$ cat config.mk
export PLATFORM = sky130hd
export DESIGN_NAME = rsd_queue
export DESIGN_NICKNAME = d
export VERILOG_FILES = /design/src/design/rsd_pkg.sv /design/src/design/rsd_queue.sv
export SDC_FILE = /design/constraint.sdc
export NUM_CORES = 1
export LEC_CHECK = 0
export BUFFER_PORTS_ARGS = -buffer_cell sky130_fd_sc_hd__buf_2
export CORE_MARGIN = 5
export CORE_UTILIZATION = 45
export CTS_BUF_LIST = sky130_fd_sc_hd__clkbuf_4
export DETAILED_ROUTE_END_ITERATION = 12
export PLACE_DENSITY = 0.69
export SETUP_SLACK_MARGIN = 0.2
export SLEW_MARGIN = 5
export SYNTH_ARGS = -nofsm -noshare
export SYNTH_HDL_FRONTEND = slang
export SYNTH_SLANG_ARGS = --single-unit
$ cat constraint.sdc
create_clock -name aclk -period 5.7 [get_ports aclk]
set_input_delay 0 -clock aclk [delete_from_list [all_inputs] [get_ports aclk]]
set_output_delay 0 -clock aclk [all_outputs]
set_load 0.1 [all_outputs]
$ cat src/design/rsd_pkg.sv
// Shared types, constants and helper functions of the rANS symbol decoder.
`default_nettype none

package rsd_pkg;

    // Build-time sizes of the decoder.
    localparam int CONTEXTS      = 256;
    localparam int MAX_LOG_RANGE = 12;
    localparam int TOP_LOG       = 23;
    localparam int MIN_LOG_RANGE = 8;

    // Derived widths and memory depths.
    localparam int CTX_W        = (CONTEXTS > 1) ? $clog2(CONTEXTS) : 1;
    localparam int SLOT_W       = MAX_LOG_RANGE;
    localparam int FREQ_W       = MAX_LOG_RANGE;
    localparam int CUM_W        = 12;
    localparam int LR_W         = 4;
    localparam int HI_W         = 32 - MIN_LOG_RANGE;
    localparam int SYM_ENTRY_W  = CUM_W + FREQ_W;
    localparam int SYM_DEPTH    = CONTEXTS * 256;
    localparam int SLOT_DEPTH   = CONTEXTS * (1 << MAX_LOG_RANGE);
    localparam int SYM_AW       = $clog2(SYM_DEPTH);
    localparam int SLOT_AW      = $clog2(SLOT_DEPTH);
    localparam int QUEUE_DEPTH  = 2;
    localparam int QPTR_W       = (QUEUE_DEPTH > 1) ? $clog2(QUEUE_DEPTH) : 1;

    // Port widths.
    localparam int S_TDATA_W = 96;
    localparam int M_TDATA_W = 16;

    // Host command codes.
    localparam logic [2:0] CMD_LOAD_SYM  = 3'd0;
    localparam logic [2:0] CMD_LOAD_SLOT = 3'd1;
    localparam logic [2:0] CMD_START     = 3'd2;
    localparam logic [2:0] CMD_DECODE    = 3'd3;
    localparam logic [2:0] CMD_BYTE      = 3'd4;

    // Result status codes.
    localparam logic [1:0] STATUS_OK        = 2'd0;
    localparam logic [1:0] STATUS_NOT_READY = 2'd1;
    localparam logic [1:0] STATUS_NO_BYTE   = 2'd2;

    // Configuration register indexes.
    localparam logic CFG_ORDER     = 1'b0;
    localparam logic CFG_LOG_RANGE = 1'b1;

    // Operation classes that the front hands to the back.
    typedef enum logic [2:0] {
        OP_LOAD_SYM,
        OP_LOAD_SLOT,
        OP_START,
        OP_DECODE,
        OP_BYTE,
        OP_NOP
    } op_t;

    // Back-end sequencer states.
    typedef enum logic [1:0] {
        BK_IDLE,
        BK_SLOT,
        BK_SYM,
        BK_MUL
    } bk_state_t;

    // Effective configuration seen by front and back.
    typedef struct packed {
        logic                     order;
        logic [LR_W-1:0]          lr;
        logic [MAX_LOG_RANGE-1:0] mask;
    } cfg_t;

    // One classified word waiting in the queue.
    typedef struct packed {
        op_t               op;
        logic [CTX_W-1:0]  ctx;
        logic [7:0]        sym;
        logic [SLOT_W-1:0] slot;
        logic [CUM_W-1:0]  cum;
        logic [FREQ_W-1:0] freq;
        logic [31:0]       init_state;
        logic [7:0]        byte_val;
    } item_t;

    // Previous symbol to context index, reduced modulo the context count.
    function automatic logic [CTX_W-1:0] ctx_of_prev(logic [7:0] prev);
        logic [CTX_W-1:0] c;
        c = '0;
        for (int i = 0; i < 256; i++) begin
            if (prev == 8'(i)) c = CTX_W'(i % CONTEXTS);
        end
        return c;
    endfunction

    // Clamp the programmed log range into the supported window.
    function automatic logic [LR_W-1:0] eff_log_range(logic [LR_W-1:0] lr);
        logic [LR_W-1:0] r;
        r = lr;
        if (r < LR_W'(MIN_LOG_RANGE)) r = LR_W'(MIN_LOG_RANGE);
        if (r > LR_W'(MAX_LOG_RANGE)) r = LR_W'(MAX_LOG_RANGE);
        return r;
    endfunction

    // Low-bit mask of the given log range.
    function automatic logic [MAX_LOG_RANGE-1:0] range_mask(logic [LR_W-1:0] lr);
        logic [MAX_LOG_RANGE-1:0] m;
        for (int i = 0; i < MAX_LOG_RANGE; i++) begin
            m[i] = (i < int'(lr));
        end
        return m;
    endfunction

endpackage

`default_nettype wire

$ cat src/design/rsd_queue.sv
// Short first-in first-out queue of classified words between front and back.
`default_nettype none

module rsd_queue (
    input  wire logic           aclk,
    input  wire logic           aresetn,
    input  wire logic           push,
    input  wire rsd_pkg::item_t push_item,
    output logic                full,
    input  wire logic           pop,
    output rsd_pkg::item_t      head_item,
    output logic                head_valid
);
    import rsd_pkg::*;

    item_t             mem_reg [QUEUE_DEPTH];
    logic [QPTR_W-1:0] wr_ptr_reg, wr_ptr_next;
    logic [QPTR_W-1:0] rd_ptr_reg, rd_ptr_next;
    logic [QPTR_W:0]   count_reg, count_next;
    logic              do_push, do_pop;

    assign full       = (count_reg == (QPTR_W + 1)'(QUEUE_DEPTH));
    assign head_valid = (count_reg != '0);
    assign head_item  = mem_reg[rd_ptr_reg];
    assign do_push    = push && !full;
    assign do_pop     = pop && head_valid;

    // Pointer and fill bookkeeping.
    always_comb begin
        wr_ptr_next = wr_ptr_reg;
        rd_ptr_next = rd_ptr_reg;
        count_next  = count_reg;
        if (do_push) begin
            wr_ptr_next = (wr_ptr_reg == QPTR_W'(QUEUE_DEPTH - 1)) ? '0 : wr_ptr_reg + 1'b1;
        end
        if (do_pop) begin
            rd_ptr_next = (rd_ptr_reg == QPTR_W'(QUEUE_DEPTH - 1)) ? '0 : rd_ptr_reg + 1'b1;
        end
        if (do_push && !do_pop) begin
            count_next = count_reg + 1'b1;
        end else if (do_pop && !do_push) begin
            count_next = count_reg - 1'b1;
        end
    end

    always_ff @(posedge aclk) begin
        if (!aresetn) begin
            wr_ptr_reg <= '0;
            rd_ptr_reg <= '0;
            count_reg  <= '0;
        end else begin
            wr_ptr_reg <= wr_ptr_next;
            rd_ptr_reg <= rd_ptr_next;
            count_reg  <= count_next;
        end
    end

    // Storage entries.
    always_ff @(posedge aclk) begin
        if (do_push) begin
            mem_reg[wr_ptr_reg] <= push_item;
        end
    end

endmodule

`default_nettype wire

==> results.md <==
- DIE AREA: 18900 um^2
- Post-Syn Instances: between 300 and 400
- First-pass GRT wire length: around 23000 um
- Clock Sinks: 195
- Final instance area: 9840 um^2
- Cts bufs inserted: 17
- Reg2Reg Depth: 3
- Netlist cell types: 24
- Core Area: 15900 um^2
- Synth Cell Area: between 7000 and 8000 um^2
- Maximum number of pins on one net before global-route repair: 81
- I/O Buffers: 195
- Area Overhead vs Synth: 34.7%
- Starting Density: 46.0%
- Post-synth EDFFs: 190
- Vias in the first global route: about 4500
- Leak Pwr: 3.78 nW
- Drt pass-1 iters: 4
- Worst setup EP type: output port
- Final setup margin: roughly 2.7 ns
- CTS clock-pin slew for the worst setup and hold paths: 0.15 ns
- Initial antenna violation count: 0
- Yosys top cell area share: 78.1%
- CTS tree: built
- Initial drt markers: 227
- Rows: 46
- H-tree Lvls: 4
- GP Congestion: 0.719
- Area contributors post-synth: edfxtp_1 (78%), mux2_4 (10%), mux2_2 (6.9%)
- Number of fill cells: between 1000 and 1500
- Clock Path Buffers: 2
- Worst Setup Start Kind: register
- FF+latch count, synth: 195
- Sequential-to-total area share from yosys stat: 79.5%
- Avg Synthesized Cell Area: 22.7 um^2
- Outcome: completed
- Main synth FF type: edfxtp_1
- Worst EP arrival: between 2 and 3 ns
- Vias per inst: 4.67
- FMAX: 338 MHz
- Max-slew violations: 0
- Worst Skew: 0.0160 ns
- Final period util: 51.9%
- Tmin final: 2.96 ns
- Boundary Pins: just under 200
- HPWL after detailed placement: approximately 9100 um
- Final WL: 14700 um
- Final Hold Viols: 0
- Grt ovf: 0
- Post-Place Cell Area: roughly 8500 um^2
- Syn Nets: 421
- Layout cells sized above 1: ~52%
- CP required: 5.70 ns
- CP Class: reg -> out
- Via count: 4001
- Worst vdd ir: 386 uV
- DIE HEIGHT: 137 um
- Final net count: 726
- Root Driver: clkbuf_4
- Multi-input logic area: between 1000 and 1500 um^2
- Tightest Pin Transition: 0.893 ns
- Max reg flops: 190
- Worst-path maximum fanout: 52
- # setup viols final: 0
- Post-CTS Setup Bufs: 0
- Worst min path class: in -> reg
- Unrepaired setup endpoints after global routing: false
- Max_cap viols: 0
- Later-pin clock latency in the skew report: 0.55 ns
- PwrDens: around 540 nW/um^2
- Pre-CTS WS: 3.27 ns
- DRC viols: 0
- Wire per inst: approximately 17 um
- Setup tns final: 0 ns
- Total GRT Usage: 15.8%
- Async SR Flop Fraction: 0%
- Register area: 5810 um^2
- Remaining antenna violation count: 0
- Slew headroom: 40.3%
- Synth warnings: 0
- Worst Hold Path Cells: 2
- Die Wd: 137 um
- Area leader, netlist: edfxtp_1
-- final timing paths --
| kind | start | end | slack (ns) |
|---|---|---|---|
| setup / recovery | register | head_item[93] | 2.74 |
| hold / removal | push_item[5] | mem_reg[1][5] | 0.17 |
| setup reg to reg | count_reg[0] | mem_reg[1][85] | 3.38 |
| hold reg to reg | count_reg[1] | count_reg[1] | 0.57 |
-- cells by family (layout without fill, tap and decap cells) --
family	count (synthesis)	after routing	synth area share, %
compound gates	5	5	0.445
xor+xnor	3	3	0.360
fa+ha+maj	1	1	0.171
buf+inv	13	331	1.51
flops	195	195	79.5
mux	95	95	17.2
other cells	0	1	0
simple gates	9	9	0.788
-- timing repair --
| item | 4_1_cts | 5_1_grt |
|---|---|---|
| resized for setup | 0 | 0 |
| endpoints found under the hold margin | 210 | 0 |
| hold buffers | 99 | 0 |
-- stage by stage --
| stage | std cells | hold slack, ns | util, % | power [mW] |
|---|---|---|---|---|
| 3_3_place_gp | 724 | 0.187 | 53.5 | 4.47 |
| 6_report | 856 | 0.166 | 61.9 | 5.34 |
| 2_1_floorplan | 321 | 0.0989 | - | 4.18 |
| 3_5_place_dp | 724 | 0.191 | 53.5 | 4.50 |
| 4_1_cts | 855 | 0.0922 | 61.9 | 5.38 |
| 5_1_grt | 855 | 0.0842 | 61.9 | 5.54 |
-- critical path, stage by stage, from the launching register on --
cell	delay (ns)
dfxtp_4	0.92
buf_4	0.74
mux2_2	0.30
buf_2	0.42
-- cell usage in the layout (no fill, tap or decap) --
master and instances:
a21boi_0 1, ha_1 1, inv_8 2, mux2_2 45, bufinv_16 4, buf_12 1
inv_6 3, mux2_4 50, xor2_1 1, a21boi_1 1, clkinv_4 4, inv_2 1
or3_1 1, xnor2_1 2, buf_2 195, edfxtp_1 190, dfxtp_4 1, clkbuf_4 17
dlygate4sd3_1 99, nor2_1 1, o21a_1 1, diode_2 1, and3_4 1, and2_1 3
nand2b_1 1, dfxtp_1 4, clkinvlp_4 2, or2_2 1, buf_4 2, o21ai_1 1
nor3_4 1, inv_1 1, o21ai_0 1
-- Yosys cell counts (all sizes together) (2+ instances only) --
cell type and number:
xnor2 2, and2 3, o21ai 2, edfxtp 190, mux2 95, buf 11
a21boi 2, inv 2, dfxtp 5
-- final cells by class --
type,instances,area share [%]
inverter,2,0.0763
clock buffer,17,1.30
antenna,1,0.0254
tap,216,2.75
sequential,195,59.1
clock inverter,15,2.23
timing repair buffer,297,20.4
multi-input combinational,113,14.2
-- report_power, final --
| group | switching (mW) | internal (mW) |
|---|---|---|
| clock | 0.471 | 0.361 |
| sequential | 0.110 | 1.80 |
| combinational | 2.04 | 0.557 |
-- per-layer routing --
metal	wire length [um]	track usage [%]	part of all wire, %	vias to the layer above
met1	6040	18.5	41	1966
li1	-	-	-	1876
met4	100	3.94	0.68	0
met3	983	5.19	6.7	13
met5	0	0	0	-
met2	7570	28.1	51	146
Power figures use the tool's default switching activity.
