`config.mk`:
```
export PLATFORM = sky130hd
export DESIGN_NAME = rsd_front
export DESIGN_NICKNAME = d
export VERILOG_FILES = /design/src/design/rsd_pkg.sv /design/src/design/rsd_front.sv
export SDC_FILE = /design/constraint.sdc
export NUM_CORES = 1
export LEC_CHECK = 0
export CAP_MARGIN = 25
export CORE_AREA = 2 2 82 84
export DETAILED_ROUTE_END_ITERATION = 12
export DIE_AREA = 0 0 84 86
export DONT_BUFFER_PORTS = 1
export RECOVER_POWER = 100
export SLEW_MARGIN = 10
export SYNTH_ARGS = -nofsm -noshare
export SYNTH_HDL_FRONTEND = slang
export SYNTH_SLANG_ARGS = --single-unit
```
`constraint.sdc`:
```
create_clock -name vclk -period 2.1
set_input_delay 0.21 -clock vclk [all_inputs]
set_output_delay 0.21 -clock vclk [all_outputs]
set_load 0.03 [all_outputs]
```
`src/design/rsd_pkg.sv`:
```
// Shared types, constants and helper functions of the rANS symbol decoder.
`default_nettype none

package rsd_pkg;

    // Build-time sizes of the decoder.
    localparam int CONTEXTS      = 256;
    localparam int MAX_LOG_RANGE = 12;
    localparam int TOP_LOG       = 23;
    localparam int MIN_LOG_RANGE = 8;

    // Derived widths and memory depths.
    localparam int CTX_W        = (CONTEXTS > 1) ? $clog2(CONTEXTS) : 1;
    localparam int SLOT_W       = MAX_LOG_RANGE;
    localparam int FREQ_W       = MAX_LOG_RANGE;
    localparam int CUM_W        = 12;
    localparam int LR_W         = 4;
    localparam int HI_W         = 32 - MIN_LOG_RANGE;
    localparam int SYM_ENTRY_W  = CUM_W + FREQ_W;
    localparam int SYM_DEPTH    = CONTEXTS * 256;
    localparam int SLOT_DEPTH   = CONTEXTS * (1 << MAX_LOG_RANGE);
    localparam int SYM_AW       = $clog2(SYM_DEPTH);
    localparam int SLOT_AW      = $clog2(SLOT_DEPTH);
    localparam int QUEUE_DEPTH  = 2;
    localparam int QPTR_W       = (QUEUE_DEPTH > 1) ? $clog2(QUEUE_DEPTH) : 1;

    // Port widths.
    localparam int S_TDATA_W = 96;
    localparam int M_TDATA_W = 16;

    // Host command codes.
    localparam logic [2:0] CMD_LOAD_SYM  = 3'd0;
    localparam logic [2:0] CMD_LOAD_SLOT = 3'd1;
    localparam logic [2:0] CMD_START     = 3'd2;
    localparam logic [2:0] CMD_DECODE    = 3'd3;
    localparam logic [2:0] CMD_BYTE      = 3'd4;

    // Result status codes.
    localparam logic [1:0] STATUS_OK        = 2'd0;
    localparam logic [1:0] STATUS_NOT_READY = 2'd1;
    localparam logic [1:0] STATUS_NO_BYTE   = 2'd2;

    // Configuration register indexes.
    localparam logic CFG_ORDER     = 1'b0;
    localparam logic CFG_LOG_RANGE = 1'b1;

    // Operation classes that the front hands to the back.
    typedef enum logic [2:0] {
        OP_LOAD_SYM,
        OP_LOAD_SLOT,
        OP_START,
        OP_DECODE,
        OP_BYTE,
        OP_NOP
    } op_t;

    // Back-end sequencer states.
    typedef enum logic [1:0] {
        BK_IDLE,
        BK_SLOT,
        BK_SYM,
        BK_MUL
    } bk_state_t;

    // Effective configuration seen by front and back.
    typedef struct packed {
        logic                     order;
        logic [LR_W-1:0]          lr;
        logic [MAX_LOG_RANGE-1:0] mask;
    } cfg_t;

    // One classified word waiting in the queue.
    typedef struct packed {
        op_t               op;
        logic [CTX_W-1:0]  ctx;
        logic [7:0]        sym;
        logic [SLOT_W-1:0] slot;
        logic [CUM_W-1:0]  cum;
        logic [FREQ_W-1:0] freq;
        logic [31:0]       init_state;
        logic [7:0]        byte_val;
    } item_t;

    // Previous symbol to context index, reduced modulo the context count.
    function automatic logic [CTX_W-1:0] ctx_of_prev(logic [7:0] prev);
        logic [CTX_W-1:0] c;
        c = '0;
        for (int i = 0; i < 256; i++) begin
            if (prev == 8'(i)) c = CTX_W'(i % CONTEXTS);
        end
        return c;
    endfunction

    // Clamp the programmed log range into the supported window.
    function automatic logic [LR_W-1:0] eff_log_range(logic [LR_W-1:0] lr);
        logic [LR_W-1:0] r;
        r = lr;
        if (r < LR_W'(MIN_LOG_RANGE)) r = LR_W'(MIN_LOG_RANGE);
        if (r > LR_W'(MAX_LOG_RANGE)) r = LR_W'(MAX_LOG_RANGE);
        return r;
    endfunction

    // Low-bit mask of the given log range.
    function automatic logic [MAX_LOG_RANGE-1:0] range_mask(logic [LR_W-1:0] lr);
        logic [MAX_LOG_RANGE-1:0] m;
        for (int i = 0; i < MAX_LOG_RANGE; i++) begin
            m[i] = (i < int'(lr));
        end
        return m;
    endfunction

endpackage

`default_nettype wire

```
`src/design/rsd_front.sv`:
```
// Input side: accepts command words and classifies them for the back end.
`default_nettype none

module rsd_front (
    input  wire logic                          s_tvalid,
    output logic                               s_tready,
    input  wire logic [rsd_pkg::S_TDATA_W-1:0] s_tdata,
    input  wire rsd_pkg::cfg_t                 cfg,
    input  wire logic                          queue_full,
    output logic                               push,
    output rsd_pkg::item_t                     item
);
    import rsd_pkg::*;

    logic [2:0]  command;
    logic [7:0]  context_req;
    logic [7:0]  symbol;
    logic [11:0] slot;
    logic [11:0] cum_freq;
    logic [12:0] freq;
    logic        ctx_ok;

    // Unpack the word.
    assign command     = s_tdata[2:0];
    assign context_req = s_tdata[10:3];
    assign symbol      = s_tdata[18:11];
    assign slot        = s_tdata[30:19];
    assign cum_freq    = s_tdata[42:31];
    assign freq        = s_tdata[55:43];

    assign s_tready = !queue_full;
    assign push     = s_tvalid && !queue_full;

    // Loads into a context beyond the table count are dropped.
    assign ctx_ok = ({1'b0, context_req} < 9'(CONTEXTS));

    // Classify and precompute the load fields.
    always_comb begin
        item.ctx        = CTX_W'(context_req);
        item.sym        = symbol;
        item.slot       = SLOT_W'(slot) & cfg.mask;
        item.cum        = cum_freq;
        item.init_state = s_tdata[87:56];
        item.byte_val   = s_tdata[95:88];
        // Frequency is clamped to one below the scale.
        if (16'(freq) > 16'(cfg.mask)) begin
            item.freq = cfg.mask;
        end else begin
            item.freq = FREQ_W'(freq);
        end
        case (command)
            CMD_LOAD_SYM:  item.op = ctx_ok ? OP_LOAD_SYM : OP_NOP;
            CMD_LOAD_SLOT: item.op = ctx_ok ? OP_LOAD_SLOT : OP_NOP;
            CMD_START:     item.op = OP_START;
            CMD_DECODE:    item.op = OP_DECODE;
            CMD_BYTE:      item.op = OP_BYTE;
            default:       item.op = OP_NOP;
        endcase
    end

endmodule

`default_nettype wire

```
==> results of run 1 <==
routing by layer:
layer / wire length, um / part of all wire, % / global-route usage, %
met1: 478 / 19 / 3.54
met2: 1440 / 56 / 13.5
met3: 523 / 20 / 3.85
met4: 121 / 4.7 / 3.37
met5: 0 / 0 / 0
worst max path at each step:
stage                       start  cells after the start        to
after floorplan            cfg[3]                      8  item[41]
after global placement    cfg[10]                      9  item[51]
after detailed placement  cfg[10]                      9  item[51]
after CTS                  cfg[3]                      8  item[46]
after global routing      cfg[11]                      9  item[45]
final                     cfg[11]                      9  item[46]
Yosys cell counts (all sizes together):
cell / count
a211oi: 1
mux2: 12
o21ai: 2
inv: 14
a21boi: 1
clkbuf: 1
ha: 12
nor2b: 2
nor2: 2
nand4b: 1
nand3: 1
and2b: 1
a21o: 2
nand2: 2
buf: 69
and2: 12
nor3: 2
nand4: 1
o311ai: 1
a21oi: 3
or2: 1
logic make-up (layout without fill, tap and decap cells):
logic type / after synthesis / count (layout)
buffers and inverters: 84 / 18
adders and majority gates: 12 / 12
AOI/OAI and AO/OA: 10 / 10
and+or+nand+nor: 25 / 25
muxes: 12 / 12
per-stage QoR:
stage	std cells	worst slack [ns]	area [sq um]	utilization, %	setup TNS [ns]
6_report	154	0.0944	783	12.5	0
5_1_grt	154	-0.00331	783	12.5	-0.00943
4_1_cts	154	0.0415	738	11.8	0
3_5_place_dp	154	-0.00754	731	11.6	-0.00754
3_3_place_gp	154	0.0411	731	11.6	0
2_1_floorplan	143	0.227	1130	-	0
final cells by class:
type	count	area (sq um)	area share, %
timing repair buffer	4	37.5	4.79
tap	77	96.3	12.3
inverter	14	52.6	6.71
multi-input combinational	59	597	76.2
power groups by stage:
stage | combinational, uW | clock, uW | sequential [uW]
3_5_place_dp | 215 | 0 | 0
4_1_cts | 218 | 0 | 0
3_3_place_gp | 213 | 0 | 0
6_report | 222 | 0 | 0
5_1_grt | 238 | 0 | 0
2_1_floorplan | 435 | 0 | 0
what timing repair did:
item	in CTS	in global routing
resized for setup	2	8
pin swaps	0	1
endpoints found under the setup margin	2	12
==> results.cfg, run 1 <==
[critical_path]
end_kind = output port
cp-start-kind = input port
path_cells = inv_1, ha_1, nand4b_4, nor3_2, a211oi_1, buf_4, o21ai_4, buf_6, mux2_4
critPathKind = in -> out
cp_top_family = multiplexers
cp_num_buf_inv = 3
arrival_ns = 1.80
cp_data_required_time_ns = 1.89
crit_path_top_delay_cell = mux2_4
path_max_fanout = 7
critPathMaxStageDelay_ns = 0.36

[cells_and_area]
fin_nets = 206
n_clock_buffer = 0
final-seq-area_sq_um = 0
area.growth.synth_to_final_pct = -30.7
final_common_cell = inv_1
drive_gt1_share_pct = 28.6
final_cell_mix = inv_1 (14), mux2_4 (12), and2_0 (12)
fill_cells = 711
antenna_cells = 0
nFlopsAndLatches = 0

[timing]
max_freq_mhz = 499
whs_ns = 0.420
finalSetupViolCount = 0
slew_violations = 0
tightest_slew_ns = 0.576
finalCritPeriodShare_pct = 95.5
slew_headroom_pct = 61.5
hold_viol_final = 0
period_needed_ns = 2.01

[drt]
dr.pass1.iters = 3
avgViaCountPerCell = 4.03
wl_per_cell_um = 16.6
drc = 0
dr_total_vias = 621
drt-total-wl_mm = 2.56
postRouteAntennaNets = 0
drt_iter0_drc = 4

[global_routing]
gr-total-overflow = 0
grt_start_max_net_pins = 8
grt_pass1_vias = 587
grt_use_total_pct = 6.21
antenna_found_initial = 0
grt_pass1_wl_mm = 3.42

[power_and_ir_drop]
power.internal_uw = 83.1
clockPowerShare_pct = 0
pwr-share-comb_pct = 100.0
peakVddDrop_mv = 0.0791
total_power_uw = 222
p_switching_uw = 139
swShare_pct = 62.6
p_per_area_nw_per_um2 = 284
leakage_uw = 0.000386
p_seq_share_pct = 0

[synthesis]
synth_top_family_by_area = buffers and inverters
synth_top_cell_by_area = buf_4
ys_seq_area_share_pct = 0
syn-num-nets = 270
avgSynthCellArea_sq_um = 7.90
synthCells = 143
netlist_area_sq_um = 1130
synth_mux_area_share_pct = 15.3
synth_xor_xnor_area_share_pct = 0
synth_compound_area_share_pct = 5.98
yosys_warnings = 0
synth_top_area_share_pct = 45.2
synth.area.top_cells = buf_4 (45%), ha_1 (13%), mux2_4 (13%)
synth-simple-area-share_pct = 14.3
yosys.area_share.adder_pct = 13.3
synth_cell_types = 24

[cts]
postCtsHoldBufs = 0
postCtsSetupBuffers = 0

[die]
start_util_pct = 18.0
dieArea_sq_um = 7220
core-area_sq_um = 6280
rows = 29
die_w_um = 84
io-pin-count = 212
die_h_um = 86

[placement]
port_buffers = 0
dp_hpwl_mm = 2.43
place.gp.congestion = 0.676

[hold_path]
hold_class = in -> out
holdPathEnd = item[12]
holdCritStartpoint = s_tdata[60]
holdPathStages = 0

[status]
outcome = completed

[run]
maxCapViolCount = 0
(Power assumes the default switching activity.)
==> run 2: changes to the inputs <==
- clock period: 2.1 -> 2.5 ns (I/O delays scaled with it)
==> run 2 against run 1 <==
  * Flip-flop and latch count unchanged
  * Critical path depth is 1 lower
  * Die area unchanged
  * Count of clock-buffer cells in the layout did not move
  * Utilization fell by 1.5 points
  * Setup slack gained 0.17 ns
  * Final cell count down 1.3%
==> results.cfg, run 2 (synthesis results as in run 1) <==
[status]
outcome = completed

[timing]
period_needed_ns = 2.23
rsz0062_at_grt = no
fin_tns_setup_ns = 0
hold_viol_final = 0
max_freq_mhz = 447
tightest_slew_ns = 0.576
finalSetupViolCount = 0
finalCritPeriodShare_pct = 89.4
slew_headroom_pct = 61.5
slew_violations = 0
whs_ns = 0.500

[critical_path]
arrival_ns = 1.98
cp_top_family = multiplexers
startpoint = cfg[11]
cp_num_buf_inv = 2
path_cells = inv_1, ha_1, nand4b_4, nor3_1, o311ai_1, o21ai_2, clkbuf_2, mux2_2
critPathKind = in -> out
end_kind = output port
crit_path_top_delay_cell = mux2_2
critPathMaxStageDelay_ns = 0.46
path_max_fanout = 5
cp-start-kind = input port
cp_data_required_time_ns = 2.25

[cells_and_area]
utilization_pct = 10.9
antenna_cells = 0
final_common_cell = inv_1
multi_input_area_sq_um = 526
area.growth.synth_to_final_pct = -39.2
fill_cells = 728
fin_nets = 204
drive_gt1_share_pct = 13.3
final-seq-area_sq_um = 0
n_clock_buffer = 0
final_cell_mix = inv_1 (14), and2_0 (12), ha_1 (12)
nFlopsAndLatches = 0

[die]
die_w_um = 84
core-area_sq_um = 6280
io-pin-count = 212
die_h_um = 86
rows = 29
dieArea_sq_um = 7220
start_util_pct = 18.0

[drt]
dr_total_vias = 602
avgViaCountPerCell = 3.96
wl_per_cell_um = 16.9
drt-total-wl_mm = 2.57
drt_iter0_drc = 1
drc = 0
dr.pass1.iters = 2
postRouteAntennaNets = 0

[hold_path]
holdCritStartpoint = s_tdata[92]
holdPathEnd = item[4]
holdPathStages = 0
hold_class = in -> out

[power_and_ir_drop]
p_per_area_nw_per_um2 = 236
peakVddDrop_mv = 0.0533
leakage_uw = 0.000327

[global_routing]
gr-total-overflow = 0
grt_pass1_wl_mm = 3.34
grt_start_max_net_pins = 8
antenna_found_initial = 0
grt_use_total_pct = 6.05
grt_pass1_vias = 567

[cts]
postCtsSetupBuffers = 0
postCtsHoldBufs = 0
post_cts_resize_count = 0

[placement]
place.gp.congestion = 0.675
dp_hpwl_mm = 2.42
port_buffers = 0

[run]
maxCapViolCount = 0
## run 2: changes by cell type in the layout (fill, tap and decap cells not counted), moves of 2 or more
cell    previous run  this run
buf_6              2         0
mux2_1             0         6
mux2_2             0         3
mux2_4            12         3
nor3_1             0         2
nor3_2             2         0
## run 2: worst max-delay path by stage
| stage | end | cells after the start |
|---|---|---|
| 3_5_place_dp | item[51] | 8 |
| 6_report | item[44] | 8 |
| 3_3_place_gp | item[51] | 8 |
| 5_1_grt | item[44] | 8 |
| 4_1_cts | item[51] | 8 |
| 2_1_floorplan | item[41] | 8 |
## run 2: layer usage
metal / global-route usage (%) / wire length, um / vias up
met5: 0 / 0 / -
met4: 3.37 / 121 / 0
met3: 3.56 / 515 / 18
met2: 13.3 / 1430 / 78
met1: 3.37 / 501 / 253
li1: - / - / 253
## run 2: final cells by class
type / instances / share of cell area [%]
Tap cell: 77 / 14.0
Multi-Input combinational cell: 59 / 76.5
Timing Repair Buffer: 2 / 1.82
Inverter: 14 / 7.65
## run 2: where the power goes
| group | switching (uW) | internal (uW) | leakage (uW) |
|---|---|---|---|
| clock | 0 | 0 | 0 |
| combinational | 112 | 50.2 | 0.000327 |
| sequential | 0 | 0 | 0 |
## run 2: through the flow
stage	cells	power (uW)	instance area, sq um	setup slack (ns)
final	152	162	687	0.265
after CTS	152	179	716	0.269
after global placement	152	177	716	0.309
after floorplan	143	365	1130	0.547
after global routing	152	175	687	0.0792
after detailed placement	152	179	716	0.278
